===== config.mk =====
export PLATFORM = sky130hd
export DESIGN_NAME = trbps_ctrl
export DESIGN_NICKNAME = d
export VERILOG_FILES = /design/src/sv/trbps_pkg.sv /design/src/sv/trbps_ctrl.sv
export SDC_FILE = /design/constraint.sdc
export NUM_CORES = 1
export LEC_CHECK = 0
export ABC_AREA = 1
export BUFFER_PORTS_ARGS = -buffer_cell sky130_fd_sc_hd__buf_2
export CORE_AREA = 2 2 157 159
export CTS_CLUSTER_DIAMETER = 60
export DETAILED_ROUTE_END_ITERATION = 7
export DIE_AREA = 0 0 159 161
export PLACE_DENSITY_LB_ADDON = 0.2
export RECOVER_POWER = 50
export SLEW_MARGIN = 10
export SYNTH_ARGS = -nofsm -noshare
export SYNTH_HDL_FRONTEND = slang
export SYNTH_SLANG_ARGS = --single-unit
export TNS_END_PERCENT = 10

===== constraint.sdc =====
create_clock -name aclk -period 4.5 [get_ports aclk]
set_input_delay 0.45 -clock aclk [delete_from_list [all_inputs] [get_ports aclk]]
set_output_delay 0.45 -clock aclk [all_outputs]
set_load 0.03 [all_outputs]

===== src/sv/trbps_pkg.sv =====
package trbps_pkg;

    localparam int MAX_ROWS   = 64;
    localparam int MAX_COLS   = 64;
    localparam int VALUE_BITS = 20;
    localparam int FRAC_BITS  = 8;
    localparam int DEPTH      = MAX_ROWS * MAX_COLS;
    localparam int ADDR_W     = $clog2(DEPTH);
    localparam int DIM_W      = 7;
    localparam int IDX_W      = 12;
    localparam int SWEEP_W    = 16;
    localparam int RES_W      = 40;
    localparam int PIX_W      = 8;
    localparam int SUM_W      = VALUE_BITS + 3;
    localparam int DIFF_W     = SUM_W + 1;
    localparam int CH_N       = 3;
    localparam int WORD_W     = CH_N * VALUE_BITS;

    typedef enum logic [1:0] {
        OP_LOAD = 2'd0,
        OP_RUN  = 2'd1,
        OP_READ = 2'd2,
        OP_NONE = 2'd3
    } op_t;

    typedef enum logic [1:0] {
        CFG_ROWS = 2'd0,
        CFG_COLS = 2'd1,
        CFG_TILE = 2'd2,
        CFG_NONE = 2'd3
    } cfg_idx_t;

    typedef enum logic {
        RK_RESIDUAL = 1'b0,
        RK_PIXEL    = 1'b1
    } kind_t;

    typedef enum logic [2:0] {
        ST_CLEAR,
        ST_IDLE,
        ST_RD_OUT,
        ST_TILE,
        ST_TADV,
        ST_PIX,
        ST_STEP,
        ST_PADV
    } state_t;

    typedef enum logic [2:0] {
        STP_CENTRE,
        STP_UP,
        STP_LEFT,
        STP_RIGHT,
        STP_DOWN,
        STP_LAST,
        STP_WRITE
    } step_t;

    typedef struct packed {
        logic [ADDR_W-1:0] addr;
        logic              rd_en;
        logic              load_wr;
        logic              clr_wr;
        logic              acc_init;
        logic              acc_add;
        logic              upd_wr;
        logic              res_clear;
        logic              res_add;
        logic              out_read;
        logic              out_run;
    } dp_cmd_t;

    typedef struct packed {
        logic out_free;
    } dp_status_t;

endpackage


===== src/sv/trbps_ctrl.sv =====
module trbps_ctrl
    import trbps_pkg::*;
(
    input  logic               aclk,
    input  logic               aresetn,
    input  logic               cfg_wr_en,
    input  logic [1:0]         cfg_index,
    input  logic [DIM_W-1:0]   cfg_wdata,
    input  logic               s_valid,
    output logic               s_ready,
    input  logic [1:0]         s_op,
    input  logic [IDX_W-1:0]   s_pixel_index,
    input  logic [SWEEP_W-1:0] s_sweep_count,
    input  dp_status_t         status,
    output dp_cmd_t            cmd
);

    state_t             state_reg, state_next;
    step_t              step_reg, step_next;
    logic [DIM_W-1:0]   rows_cfg_reg, cols_cfg_reg, tile_cfg_reg;
    logic [ADDR_W-1:0]  clr_reg, clr_next;
    logic [SWEEP_W-1:0] sweep_reg, sweep_next;
    logic               phase_reg, phase_next;
    logic               par_reg, par_next;
    logic               rowpar_reg, rowpar_next;
    logic               resid_reg, resid_next;
    logic [DIM_W-1:0]   r0_reg, r0_next, c0_reg, c0_next;
    logic [DIM_W-1:0]   x_reg, x_next, y_reg, y_next;
    logic [ADDR_W-1:0]  id_reg, id_next;

    logic [DIM_W-1:0]   rows_u, cols_u, te_u, r1, c1;
    logic [DIM_W:0]     r_end, c_end;
    logic [2*DIM_W-1:0] id_full;
    logic               border, accept;

    always_comb begin
        if (rows_cfg_reg < DIM_W'(3)) begin
            rows_u = DIM_W'(3);
        end else if (rows_cfg_reg > DIM_W'(MAX_ROWS)) begin
            rows_u = DIM_W'(MAX_ROWS);
        end else begin
            rows_u = rows_cfg_reg;
        end
        if (cols_cfg_reg < DIM_W'(3)) begin
            cols_u = DIM_W'(3);
        end else if (cols_cfg_reg > DIM_W'(MAX_COLS)) begin
            cols_u = DIM_W'(MAX_COLS);
        end else begin
            cols_u = cols_cfg_reg;
        end
        te_u = (tile_cfg_reg == '0) ? DIM_W'(1) : tile_cfg_reg;
    end

    assign r_end = {1'b0, r0_reg} + {1'b0, te_u};
    assign c_end = {1'b0, c0_reg} + {1'b0, te_u};
    // The residual pass treats the whole image as a single tile.
    assign r1 = (resid_reg || r_end >= {1'b0, rows_u}) ? rows_u : r_end[DIM_W-1:0];
    assign c1 = (resid_reg || c_end >= {1'b0, cols_u}) ? cols_u : c_end[DIM_W-1:0];

    assign id_full = x_reg * cols_u + (2*DIM_W)'(y_reg);
    assign border  = (x_reg == '0) || (x_reg == rows_u - DIM_W'(1)) ||
                     (y_reg == '0) || (y_reg == cols_u - DIM_W'(1));

    assign s_ready = (state_reg == ST_IDLE);
    assign accept  = s_valid && s_ready;

    always_ff @(posedge aclk) begin
        if (!aresetn) begin
            rows_cfg_reg <= DIM_W'(64);
            cols_cfg_reg <= DIM_W'(64);
            tile_cfg_reg <= DIM_W'(8);
        end else if (cfg_wr_en) begin
            unique case (cfg_idx_t'(cfg_index))
                CFG_ROWS: rows_cfg_reg <= cfg_wdata;
                CFG_COLS: cols_cfg_reg <= cfg_wdata;
                CFG_TILE: tile_cfg_reg <= cfg_wdata;
                CFG_NONE: ;
            endcase
        end
    end

    always_ff @(posedge aclk) begin
        if (!aresetn) begin
            state_reg <= ST_CLEAR;
            clr_reg   <= '0;
        end else begin
            state_reg <= state_next;
            clr_reg   <= clr_next;
        end
        step_reg   <= step_next;
        sweep_reg  <= sweep_next;
        phase_reg  <= phase_next;
        par_reg    <= par_next;
        rowpar_reg <= rowpar_next;
        resid_reg  <= resid_next;
        r0_reg     <= r0_next;
        c0_reg     <= c0_next;
        x_reg      <= x_next;
        y_reg      <= y_next;
        id_reg     <= id_next;
    end

    always_comb begin
        state_next  = state_reg;
        step_next   = step_reg;
        clr_next    = clr_reg;
        sweep_next  = sweep_reg;
        phase_next  = phase_reg;
        par_next    = par_reg;
        rowpar_next = rowpar_reg;
        resid_next  = resid_reg;
        r0_next     = r0_reg;
        c0_next     = c0_reg;
        x_next      = x_reg;
        y_next      = y_reg;
        id_next     = id_reg;
        cmd         = '0;
        cmd.addr    = id_reg;

        unique case (state_reg)
            ST_CLEAR: begin
                // Mask store is swept to zero once after reset.
                cmd.addr   = clr_reg;
                cmd.clr_wr = 1'b1;
                clr_next   = clr_reg + ADDR_W'(1);
                if (clr_reg == ADDR_W'(DEPTH - 1)) begin
                    state_next = ST_IDLE;
                end
            end
            ST_IDLE: begin
                if (accept) begin
                    unique case (op_t'(s_op))
                        OP_LOAD: cmd.load_wr = 1'b1;
                        OP_RUN: begin
                            cmd.res_clear = 1'b1;
                            sweep_next    = s_sweep_count;
                            phase_next    = 1'b0;
                            par_next      = 1'b0;
                            rowpar_next   = 1'b0;
                            r0_next       = '0;
                            c0_next       = '0;
                            x_next        = '0;
                            y_next        = '0;
                            if (s_sweep_count == '0) begin
                                resid_next = 1'b1;
                                state_next = ST_PIX;
                            end else begin
                                resid_next = 1'b0;
                                state_next = ST_TILE;
                            end
                        end
                        OP_READ: begin
                            cmd.addr   = ADDR_W'(s_pixel_index);
                            cmd.rd_en  = 1'b1;
                            state_next = ST_RD_OUT;
                        end
                        OP_NONE: ;
                    endcase
                end
            end
            ST_RD_OUT: begin
                if (status.out_free) begin
                    cmd.out_read = 1'b1;
                    state_next   = ST_IDLE;
                end
            end
            ST_TILE: begin
                if (par_reg == phase_reg) begin
                    x_next     = r0_reg;
                    y_next     = c0_reg;
                    state_next = ST_PIX;
                end else begin
                    state_next = ST_TADV;
                end
            end
            ST_TADV: begin
                state_next = ST_TILE;
                if (c_end < {1'b0, cols_u}) begin
                    c0_next  = c_end[DIM_W-1:0];
                    par_next = !par_reg;
                end else if (r_end < {1'b0, rows_u}) begin
                    r0_next     = r_end[DIM_W-1:0];
                    c0_next     = '0;
                    rowpar_next = !rowpar_reg;
                    par_next    = !rowpar_reg;
                end else begin
                    r0_next     = '0;
                    c0_next     = '0;
                    par_next    = 1'b0;
                    rowpar_next = 1'b0;
                    if (!phase_reg) begin
                        phase_next = 1'b1;
                    end else if (sweep_reg > SWEEP_W'(1)) begin
                        sweep_next = sweep_reg - SWEEP_W'(1);
                        phase_next = 1'b0;
                    end else begin
                        resid_next = 1'b1;
                        x_next     = '0;
                        y_next     = '0;
                        state_next = ST_PIX;
                    end
                end
            end
            ST_PIX: begin
                id_next = id_full[ADDR_W-1:0];
                if (border) begin
                    state_next = ST_PADV;
                end else begin
                    step_next  = STP_CENTRE;
                    state_next = ST_STEP;
                end
            end
            ST_STEP: begin
                // Read data is registered and arrives in the cycle after its address.
                cmd.rd_en = 1'b1;
                unique case (step_reg)
                    STP_CENTRE: begin
                        cmd.addr  = id_reg;
                        step_next = STP_UP;
                    end
                    STP_UP: begin
                        cmd.addr     = id_reg - ADDR_W'(cols_u);
                        cmd.acc_init = 1'b1;
                        step_next    = STP_LEFT;
                    end
                    STP_LEFT: begin
                        cmd.addr    = id_reg - ADDR_W'(1);
                        cmd.acc_add = 1'b1;
                        step_next   = STP_RIGHT;
                    end
                    STP_RIGHT: begin
                        cmd.addr    = id_reg + ADDR_W'(1);
                        cmd.acc_add = 1'b1;
                        step_next   = STP_DOWN;
                    end
                    STP_DOWN: begin
                        cmd.addr    = id_reg + ADDR_W'(cols_u);
                        cmd.acc_add = 1'b1;
                        step_next   = STP_LAST;
                    end
                    STP_LAST: begin
                        cmd.rd_en   = 1'b0;
                        cmd.acc_add = 1'b1;
                        step_next   = STP_WRITE;
                    end
                    STP_WRITE: begin
                        cmd.rd_en   = 1'b0;
                        cmd.upd_wr  = !resid_reg;
                        cmd.res_add = resid_reg;
                        state_next  = ST_PADV;
                    end
                    default: state_next = ST_PADV;
                endcase
            end
            ST_PADV: begin
                if ({1'b0, y_reg} + (DIM_W+1)'(1) < {1'b0, c1}) begin
                    y_next     = y_reg + DIM_W'(1);
                    state_next = ST_PIX;
                end else if ({1'b0, x_reg} + (DIM_W+1)'(1) < {1'b0, r1}) begin
                    x_next     = x_reg + DIM_W'(1);
                    y_next     = c0_reg;
                    state_next = ST_PIX;
                end else if (resid_reg) begin
                    if (status.out_free) begin
                        cmd.out_run = 1'b1;
                        state_next  = ST_IDLE;
                    end
                end else begin
                    state_next = ST_TADV;
                end
            end
            default: state_next = ST_IDLE;
        endcase
    end

endmodule


After elaboration in Yosys (flattened, before gate mapping)
Index checks and enable logic that the tools add are counted.

word-level totals
  bits in registers = 99
  input bits = 44
  output and inout bits = 23
  logic and storage cells = 211

operators by class
  $add $sub $neg = 15
  multipliers = 1
  $lt $le $gt $ge = 11
  equality and inequality tests = 37
  muxes and demuxes = 96
  reductions and logical operators = 35

operators with widths
  kind                     count
  $mux W7                  22
  $mux W16                 6
  $pmux W7 S4              2
  $pmux W12 S4             1
  $mux W3                  14
  $mux W1                  36
  $pmux W12 S3             1
  $lt A8 B7 Y1             4
  $pmux W16 S2             1
  $pmux W7 S2              2
  $add A12 B1 Y12 const B  2
  $add A12 B7 Y12          2
  $pmux W3 S8              1
  $ne A2 B2 Y1 const B     11
  $eq A3 B3 Y1 const B     7
  $logic_not A7 Y1         3
  $pmux W3 S6              1
  $add A7 B1 Y8 const B    2
  $add A7 B7 Y8            2
  $ge A8 B7 Y1             2
  $gt A16 B1 Y1 const B    1
  $logic_not A16 Y1        1
  $sub A16 B1 Y16 const B  1
  $add A7 B1 Y7 const B    2
  other kinds (38)         68

Depth between registers and ports, before layout
Gate-level depths: netlist (run 1).

  depth after elaboration = 10
  gate-level depth with buffers = 32
  gate-level depth less buffers = 31

Worst setup path after synthesis (run 1)
Ideal clock, no wire load.

  path type = register to output
  from = register tile_cfg_reg[1]
  to = output port cmd[0] (netlist name)
  arrival time = 4.672 ns
  required time = 4.050 ns
  setup slack = -0.622 ns
  stages on the path, launching flop included = 27
  buffers on the path = 2
  path through = dfxtp_1 > o41ai_1 > ha_1 > inv_1 > fa_1 > o21ai_0 > a21oi_1 > o21bai_1 > xor2_1 > ha_1 > nand3_1 > inv_1 > nand2_1 > nand2_1 > nor2_4 > nand3_2 > clkbuf_1 > nand2_1 > o21ai_0 > ha_1 > nand3_1 > a21oi_1 > nand2_1 > nand2_2 > buf_6 > nand3_1 > nor3_1

RTL lines
  element                   RTL line          text
  start: declaration        trbps_ctrl.sv:20  logic [DIM_W-1:0] rows_cfg_reg, cols_cfg_reg, tile_cfg_reg;
  start signal: assignment  trbps_ctrl.sv:76  CFG_TILE: tile_cfg_reg <= cfg_wdata;
  end: declaration          trbps_ctrl.sv:15  output dp_cmd_t cmd

==> impl_metrics.yaml, run 1 <==
route:
  ant_nets: 0
  wl_um: 26330
  dr.pass1.iters: 5
  vias_per_cell: 4.900
  first_iter_violations: 497
  drcViolationCount: 0
  num_vias: 8741
  post_drt_wl_per_cell_um: 14.76
synth:
  yosysTopAreaCellShare_pct: 20.14
  synth.distinct_cells: 57
  synth_edf_count: 63
  yosysWarningCount: 0
  synthFlopType: "edfxtp_1"
  syn_area_per_cell_sq_um: 7.415
  ys_ff_latch: 99
  syn-instance-count: 1267
  netlist_area_sq_mm: 0.009395
  yosysTopAreaCell: "edfxtp_1"
  yosysSeqAreaShare_pct: 27.81
  synth.area.top_cells: "edfxtp_1 20%, ha_1 12%, nand2_1 8.8%"
  synth_nets: 1431
  postSynth.asyncResetShare_pct: 0
worst_setup_path:
  crit_required_ns: 4.05
  reg2reg_from: "cols_cfg_reg[2]$_SDFFE_PN0P_"
  cp-startpoint: "tile_cfg_reg[1]$_SDFFE_PN0P_"
  endpoint_kind: "primary output"
  cp.arrival_ns: 4.36
  critical_path_class: "reg2out"
  crit_path_start_kind: "flop"
  path_max_fanout: 7
layout:
  regArea_sq_mm: 0.002620
  syn2layout_area_growth_pct: 24.06
  antenna_cells: 0
  layout-drive-gt1-share_pct: 21.58
  final_area_sq_mm: 0.01166
  final_net_count: 1619
  largest_reg_flops: 16
  final_util_pct: 48.64
  final.fill_count: 2456
  multi_input_area_sq_mm: 0.006127
pwr:
  pwr-share-seq_pct: 35.5
  ir_worst_vdd_v: 0.0001392
  clockPowerShare_pct: 27.3
  p_sw_share_pct: 36.98
  p_leak_nw: 5.541
  p_int_mw: 1.854
  combPwrFrac_pct: 37.2
  power_density_mw_per_mm2: 252.4
  net-switching-power_mw: 1.088
min_path:
  hp-start: "cfg_wdata[6]"
  hp-class: "in2reg"
grt:
  track_usage_pct: 20.71
  grt_pass1_vias: 8495
  antenna_found_initial: 0
  grt_max_degree: 30
  grt_first_pass_wirelength_um: 42690
  overflow: 0
run_status:
  violations: "negative setup slack"
  status: "finished, violations left"
sta:
  rsz0062_at_grt: "yes"
  fin_crit_sh_pct: 107.0
  worst_slack_ns: -0.3142
  finalHoldViolCount: 0
  setup-tns-final_ns: -0.6508
  slew_viol_final: 0
  finalSetupViolCount: 5
  period_needed_ns: 4.814
  fmax_ghz: 0.2077
  max-slew-margin-rel_pct: 15.60
  skew_ns: 0.01380
  timing_worst_slew_pin_value_ns: 1.266
placed_design:
  portBuffers: 66
  postPlaceCellArea_sq_mm: 0.01087
  routabilityCongestion: 0.8794
  dp_slack_ns: -0.4144
  hpwl_um: 21420
clocking:
  clkSinkCount: 99
  clk_latency_ns: 0.36
  cts_max_level: 3
  numCtsBuffers: 9
  clockBufferDepth: 2
  root_buffer: "clkbuf_16"
  cts_tree: "built"
  cts.clk_slew.worst_paths_ns: 0.08
floorplan:
  rows: 57
  ioPinCount: 67
  die-height_um: 161
  dieArea_sq_mm: 0.02560
  start_util_pct: 39.21
  dieWidth_um: 159
  core_area_sq_mm: 0.02396
flow_run:
  maxCapViolations: 0
-- through the flow --
step	hold slack [ns]	total power, mW	cells
detailed placement	0.4719	2.047	1741
finish	0.3615	2.942	1784
global route	0.3792	3.128	1784
floorplan	0.4434	1.702	1267
CTS	0.3467	2.901	1769
global placement	0.4697	2.034	1741
-- critical path, stage by stage, from the launching register on --
cell,delay [ns]
dfxtp_2,0.33
o41ai_2,0.33
buf_4,0.19
ha_4,0.13
inv_2,0.04
fa_2,0.36
o21ai_2,0.15
a21oi_2,0.07
o21bai_1,0.16
xor2_1,0.21
ha_1,0.29
nand3_1,0.08
inv_1,0.05
nand2_1,0.07
nand2_2,0.06
nor2_4,0.13
nand3_4,0.12
nand2_1,0.09
o21ai_1,0.07
ha_1,0.32
nand3_2,0.09
a21oi_2,0.10
nand2_1,0.07
nand2_2,0.10
nand3_4,0.08
nor3_4,0.14
buf_6,0.15
-- timing repair --
item                                    CTS  global route
resized for setup                        32            65
cloned                                    2             0
endpoints found under the setup margin   34            35
buffers inserted                         10            18
pin swaps                                22            32
hold buffers                              0             0
-- layout make-up --
class | count | area share, %
clock buffers | 9 | 1.932
clock inverters | 7 | 0.6226
inverters | 226 | 7.385
multi-input cells | 920 | 52.57
flip-flops and latches | 99 | 22.48
well taps | 324 | 3.478
repair buffers | 199 | 11.54
-- metal layers --
| metal | track usage [%] | vias up | routed length, um |
|---|---|---|---|
| met5 | 0 | - | 0 |
| met4 | 6.116 | 0 | 498 |
| met3 | 1.952 | 18 | 820 |
| met2 | 35.73 | 149 | 12600 |
| met1 | 27.74 | 4029 | 12410 |
| li1 | - | 4545 | - |
-- power by group through the flow --
stage | combinational (mW) | clock [mW] | sequential, mW
final | 1.09 | 0.804 | 1.04
after CTS | 1.03 | 0.824 | 1.04
after floorplan | 0.649 | 0 | 1.05
after detailed placement | 0.983 | 0 | 1.06
after global routing | 1.22 | 0.854 | 1.05
after global placement | 0.971 | 0 | 1.06
-- cells in the final DEF (no fill, tap or decap), types with 8 or more instances in the layout --
cell | synthesis | routed
xnor2_1 | 18 | 17
o21ai_1 | 12 | 25
edfxtp_1 | 63 | 63
buf_6 | 2 | 8
a21oi_2 | 2 | 12
ha_1 | 87 | 80
o2111ai_1 | 9 | 9
fa_1 | 33 | 30
xor2_1 | 41 | 37
nand2_1 | 221 | 217
nand4_1 | 9 | 9
clkbuf_16 | 0 | 9
inv_2 | 19 | 16
buf_4 | 0 | 123
a21oi_1 | 83 | 73
nand3_1 | 39 | 36
nor2_2 | 9 | 11
nor3_1 | 24 | 22
buf_2 | 2 | 61
o21ai_0 | 92 | 75
inv_1 | 205 | 206
dfxtp_1 | 36 | 30
nor2_1 | 155 | 153
-- Yosys cell counts, drive strengths merged (2+ instances only) --
library cell,number
a41oi,3
a21oi,85
fa,33
nor3,29
inv,225
buf,4
nor4,6
o21a,2
edfxtp,63
a211oi,3
o21bai,3
clkbuf,20
o221ai,2
ha,87
o31ai,2
a22o,3
a21o,4
nand3b,2
o211ai,7
a22oi,2
o41ai,2
a31oi,7
nand3,43
nand2,224
dfxtp,36
or2,6
nor2,169
o2111ai,9
xor2,41
xnor2,18
o21ai,105
nand4,9
a221oi,4
-- final timing paths --
path                                                      to  slack [ns]  cells past startpoint
worst min-delay path            rows_cfg_reg[6]$_SDFFE_PN1P_        0.36                      3
worst min register to register  rows_cfg_reg[4]$_SDFFE_PN0P_        0.48                      2
worst max-delay path                                  cmd[0]       -0.31                     26
worst max register to register          id_reg[11]$_DFFE_PP_       -0.08                     22
-- cells by family (layout without fill, tap and decap cells) --
kind of cell             Yosys count  after routing  share of synthesized area (%)
AO/OA/AOI/OAI                    248            248                          15.18
XOR/XNOR                          59             59                          5.500
adder cells (fa/ha/maj)          120            120                          18.62
buffers and inverters            250            441                          10.23
flip-flops                        99             99                          27.81
AND/OR/NAND/NOR                  491            493                          22.67
(Power assumes the default switching activity.)
==> run 2: changes to the inputs <==
Settings changed: CORE_AREA 2 2 157 159 to 2 2 139 141, DIE_AREA 0 0 159 161 to 0 0 141 143.
Clock period 4.5 ns to 5 ns, I/O delays scaled along.
==> run 2 against run 1 <==
Against the previous run:
- the run still ends with negative setup slack left
- clock power shrank 13%
- clock-buffer cell count grew 4
- cell area shrank 8.2%
- register-to-register slack gained 0.39 ns
- non-clock buffer count shrank 86
- worst hold slack gained 0.039 ns
- utilization grew 9.0 points
- clock skew grew 0.0015 ns
- sequential power shrank 9%
- final cell count shrank 9.9%
- critical endpoint unchanged
- largest power group is now registers
- highest routed layer unchanged
==> impl_metrics.yaml, run 2 (synthesized netlist as in run 1, its figures left out) <==
run_status:
  status: "finished, violations left"
  violations: "negative setup slack"
layout:
  largest_reg_flops: 16
  layout_commonest_cell: "nand2_1"
  final_net_count: 1533
  final_cells: 1608
  antenna_cells: 0
  layout-drive-gt1-share_pct: 15.28
  mostFrequentLayoutCells: "218 x nand2_1, 202 x inv_1, 154 x nor2_1"
  final.fill_count: 1744
  syn2layout_area_growth_pct: 13.90
  final_util_pct: 57.60
route:
  post_drt_wl_per_cell_um: 15.46
  ant_nets: 0
  num_vias: 8658
  dr.pass1.iters: 5
  first_iter_violations: 659
  wl_um: 24860
  vias_per_cell: 5.384
  drcViolationCount: 0
worst_setup_path:
  crit_path_start_kind: "flop"
  cp.arrival_ns: 4.61
  slowest_stage: "fa_2"
  r2r_slack_ns: 0.31
  r2r_cells: 22
  worstReg2RegEnd: "id_reg[11]$_DFFE_PP_"
  setup.worst_path.end: "cmd[0]"
  critical_path_class: "reg2out"
  reg2reg_from: "cols_cfg_reg[0]$_SDFFE_PN0P_"
  endpoint_kind: "primary output"
  max_stage_delay_ns: 0.38
  path_max_fanout: 6
  cp-startpoint: "tile_cfg_reg[5]$_SDFFE_PN0P_"
  crit_required_ns: 4.50
sta:
  max-slew-margin-rel_pct: 18.80
  fmax_ghz: 0.1956
  worst_slack_ns: -0.1132
  rsz0062_at_grt: "yes"
  period_needed_ns: 5.113
  fin_crit_sh_pct: 102.3
  finalSetupViolCount: 1
  slew_viol_final: 0
  timing_worst_slew_pin_value_ns: 1.218
  finalHoldViolCount: 0
  skew_ns: 0.01530
  whs_ns: 0.4005
floorplan:
  core_area_sq_mm: 0.01858
  ioPinCount: 67
  dieWidth_um: 141
  die-height_um: 143
  rows: 50
  start_util_pct: 50.57
  dieArea_sq_mm: 0.02016
min_path:
  hp-class: "in2reg"
placed_design:
  dp_cells: 1571
  hpwl_um: 19830
  routabilityCongestion: 0.9351
  dp_slack_ns: 0.004222
  portBuffers: 66
pwr:
  finalPower_mw: 2.479
  ir_worst_vdd_v: 0.0001702
  p_leak_nw: 5.088
  power_density_mw_per_mm2: 231.6
clocking:
  clk_latency_ns: 0.36
  clockBufferDepth: 2
  cts_max_level: 3
  cts_tree: "built"
  cts.clk_slew.worst_paths_ns: 0.07
  clkSinkCount: 99
  numCtsBuffers: 9
  root_buffer: "clkbuf_16"
  postCtsHoldBufs: 0
flow_run:
  maxCapViolations: 0
grt:
  track_usage_pct: 25.35
  grt_max_degree: 30
  grt_first_pass_wirelength_um: 40630
  antenna_found_initial: 0
  overflow: 0
  grt_pass1_vias: 8203
## run 2: final cells by class
type | count | area, sq um | share of cell area [%]
clock buffers | 13 | 262.8 | 2.455
inverters | 226 | 855.8 | 7.997
repair buffers | 113 | 675.6 | 6.314
multi-input cells | 920 | 5977 | 55.85
clock inverters | 3 | 21.27 | 0.1988
well taps | 234 | 292.8 | 2.736
flip-flops and latches | 99 | 2616 | 24.45
## run 2: per-stage QoR
step | cell area, sq um | TNS, ns
6_report | 10700 | -0.1132
2_1_floorplan | 9400 | 0
3_3_place_gp | 10130 | 0
3_5_place_dp | 10130 | 0
5_1_grt | 10700 | -1.486
4_1_cts | 10490 | -0.1024
## run 2: critical path: cells and delay by family, from the launching register on
| family | cells | cell delay [ns] |
|---|---|---|
| AO/OA/AOI/OAI | 6 | 0.87 |
| XOR/XNOR | 1 | 0.24 |
| adder cells (fa/ha/maj) | 4 | 1.12 |
| buffers and inverters | 5 | 0.52 |
| flip-flops | 1 | 0.33 |
| AND/OR/NAND/NOR | 12 | 1.19 |
## run 2: layer usage
| metal | share of wire, % | GRT usage, % |
|---|---|---|
| met2 | 46 | 42.03 |
| met4 | 1.9 | 7.263 |
| met5 | 0 | 0 |
| met3 | 4.8 | 2.750 |
| met1 | 47 | 35.31 |
## run 2: worst min-delay path by stage
stage               slack, ns  cells after the start                            to                    startpoint
floorplan                0.43                      2  tile_cfg_reg[0]$_SDFFE_PN0P_  tile_cfg_reg[0]$_SDFFE_PN0P_
global placement         0.46                      2  tile_cfg_reg[0]$_SDFFE_PN0P_  tile_cfg_reg[0]$_SDFFE_PN0P_
detailed placement       0.46                      2  tile_cfg_reg[0]$_SDFFE_PN0P_  tile_cfg_reg[0]$_SDFFE_PN0P_
CTS                      0.39                      3  rows_cfg_reg[6]$_SDFFE_PN1P_                  cfg_wdata[6]
global route             0.42                      3  rows_cfg_reg[6]$_SDFFE_PN1P_                  cfg_wdata[6]
finish                   0.40                      3  rows_cfg_reg[6]$_SDFFE_PN1P_                  cfg_wdata[6]
## run 2: repair_timing
action / CTS / global route
gates cloned: 2 / 0
endpoints found under the hold margin: 0 / 0
pin swaps: 8 / 26
setup buffers: 3 / 16
resized for setup: 9 / 39
endpoints found under the setup margin: 1 / 24
## run 2: where the power goes
group	internal (mW)	total, mW	leakage [nW]	switching [mW]
clock network	0.372	0.696	0.138	0.323
logic	0.306	0.838	4.07	0.531
registers	0.907	0.946	0.885	0.0386
==> run 3: changes to the inputs <==
--- a/config.mk
+++ b/config.mk
@@ -14,4 +14,5 @@
 export PLACE_DENSITY_LB_ADDON = 0.2
 export RECOVER_POWER = 50
+export SETUP_SLACK_MARGIN = 0.02
 export SLEW_MARGIN = 10
 export SYNTH_ARGS = -nofsm -noshare
==> constraint.sdc (replaced) <==
create_clock -name aclk -period 5 [get_ports aclk]
set_input_delay 0.25 -clock aclk [delete_from_list [all_inputs] [get_ports aclk]]
set_output_delay 0.25 -clock aclk [all_outputs]
set_load 0.03 [all_outputs]
==> run 3 against run 2 <==
Against the previous run:
- the flow now finishes without violations
- combinational power grew 2.6%
- first-iteration DRC count shrank 11%
- cell area grew 0.51%
- worst setup slack gained 0.36 ns
- clock-buffer cell count shrank 4
- final cell count shrank 0.37%
- clock skew shrank 0.00074 ns
- fmax grew 7.5%
- worst hold slack lost 0.24 ns
- utilization grew 0.30 points
==> impl_metrics.yaml, run 3 (synthesized netlist as in run 1, its figures left out) <==
run_status:
  status: "complete, no violations"
grt:
  antenna_found_initial: 0
  grt_pass1_vias: 8288
  overflow: 0
  grt_first_pass_wirelength_um: 41230
  grt_max_degree: 30
  track_usage_pct: 25.89
sta:
  timing_worst_slew_pin_value_ns: 1.073
  period_needed_ns: 4.758
  max-slew-margin-rel_pct: 28.18
  fin_crit_sh_pct: 95.15
  skew_ns: 0.01457
  finalSetupViolCount: 0
  slew_viol_final: 0
  fmax_ghz: 0.2102
  rsz0062_at_grt: "yes"
  worst_slack_ns: 0.2423
  whs_ns: 0.1570
  finalHoldViolCount: 0
flow_run:
  maxCapViolations: 0
placed_design:
  portBuffers: 66
  dp_cells: 1567
  dp_slack_ns: 0.08210
  hpwl_um: 20050
  postPlaceCellArea_sq_mm: 0.01010
  routabilityCongestion: 0.9217
pwr:
  pwr-share-seq_pct: 37.1
  combPwrFrac_pct: 33.7
  p_int_mw: 1.624
  clockPowerShare_pct: 29.2
  net-switching-power_uw: 929.3
  p_sw_share_pct: 36.40
  ir_worst_vdd_v: 0.0001821
  p_leak_nw: 5.097
  power_density_mw_per_mm2: 237.3
clocking:
  root_buffer: "clkbuf_16"
  cts_tree: "built"
  cts_max_level: 3
  clockBufferDepth: 2
  clk_latency_ns: 0.36
  clkSinkCount: 99
  cts.clk_slew.worst_paths_ns: 0.07
  numCtsBuffers: 9
layout:
  final_area_sq_mm: 0.01076
  final_cells: 1602
  antenna_cells: 0
  layout-drive-gt1-share_pct: 16.08
  mostFrequentLayoutCells: "215 x nand2_1, 202 x inv_1, 153 x nor2_1"
  final_net_count: 1527
  syn2layout_area_growth_pct: 14.49
  largest_reg_flops: 16
  layout_commonest_cell: "nand2_1"
  final_util_pct: 57.89
  final.fill_count: 1739
route:
  vias_per_cell: 5.317
  dr.pass1.iters: 5
  num_vias: 8518
  drcViolationCount: 0
  ant_nets: 0
  wl_um: 25170
  first_iter_violations: 584
  post_drt_wl_per_cell_um: 15.71
worst_setup_path:
  crit_required_ns: 4.75
  endpoint_kind: "primary output"
  r2r_slack_ns: 0.36
  critical_path_class: "reg2out"
  path_max_fanout: 6
  crit_path_start_kind: "flop"
  cp.arrival_ns: 4.51
  slowest_stage: "dfxtp_2"
  max_stage_delay_ns: 0.33
min_path:
  hp-class: "in2reg"
floorplan:
  dieWidth_um: 141
  start_util_pct: 50.57
  core_area_sq_mm: 0.01858
  dieArea_sq_mm: 0.02016
  die-height_um: 143
  rows: 50
  ioPinCount: 67
## run 3: cell count changes in the layout (fill, tap and decap cells not counted), moves of 3 or more
cell      previous run  this run
buf_4               46        40
clkbuf_1             6         2
ha_1                85        81
nand2_1            218       215
nor2_2               8        11
## run 3: per-layer routing
metal | vias up | routed length (um) | GRT usage, %
li1 | 4373 | - | -
met1 | 3889 | 11630 | 34.97
met2 | 214 | 11440 | 42.36
met3 | 42 | 1269 | 3.823
met4 | 0 | 835 | 9.632
met5 | - | 0 | 0
## run 3: power by group through the flow
stage	registers (mW)	logic, mW	clock network [mW]
after floorplan	0.947	0.579	0
after global placement	0.963	0.769	0
after detailed placement	0.963	0.779	0
after CTS	0.945	0.815	0.761
after global routing	0.950	0.967	0.786
final	0.946	0.860	0.746
## run 3: timing repair
item | CTS | global route
buffers inserted | 12 | 6
pin swaps | 16 | 35
hold buffers | 0 | 0
resized for setup | 22 | 35
cloned | 1 | 0
endpoints found under the setup margin | 1 | 25
## run 3: worst max-delay path, delay by kind of cell (launching register included)
| family | cells | cell delay [ns] |
|---|---|---|
| adder cells (fa/ha/maj) | 4 | 1.05 |
| buffers and inverters | 4 | 0.56 |
| AO/OA/AOI/OAI | 5 | 0.63 |
| XOR/XNOR | 1 | 0.23 |
| flip-flops | 1 | 0.33 |
| AND/OR/NAND/NOR | 13 | 1.33 |
## run 3: worst paths after layout
path / cells after the start / end / from
setup / recovery: 27 / cmd[0] / tile_cfg_reg[4]$_SDFFE_PN0P_
hold / removal: 3 / rows_cfg_reg[6]$_SDFFE_PN1P_ / cfg_wdata[6]
setup reg to reg: 18 / id_reg[11]$_DFFE_PP_ / cols_cfg_reg[6]$_SDFFE_PN1P_
hold reg to reg: 2 / cols_cfg_reg[5]$_SDFFE_PN0P_ / cols_cfg_reg[5]$_SDFFE_PN0P_
## run 3: final cells by class
type | instances | area (sq um) | area share (%)
multi-input cells | 919 | 6035 | 56.10
flip-flops and latches | 99 | 2619 | 24.35
inverters | 226 | 853.3 | 7.933
repair buffers | 108 | 644.4 | 5.990
well taps | 234 | 292.8 | 2.722
clock buffers | 9 | 225.2 | 2.094
clock inverters | 7 | 87.58 | 0.8142
## run 3: through the flow
step                TNS (ns)  power, mW
finish                     0      2.553
CTS                        0      2.522
global route        -0.04576      2.703
detailed placement         0      1.742
floorplan                  0      1.527
global placement           0      1.731
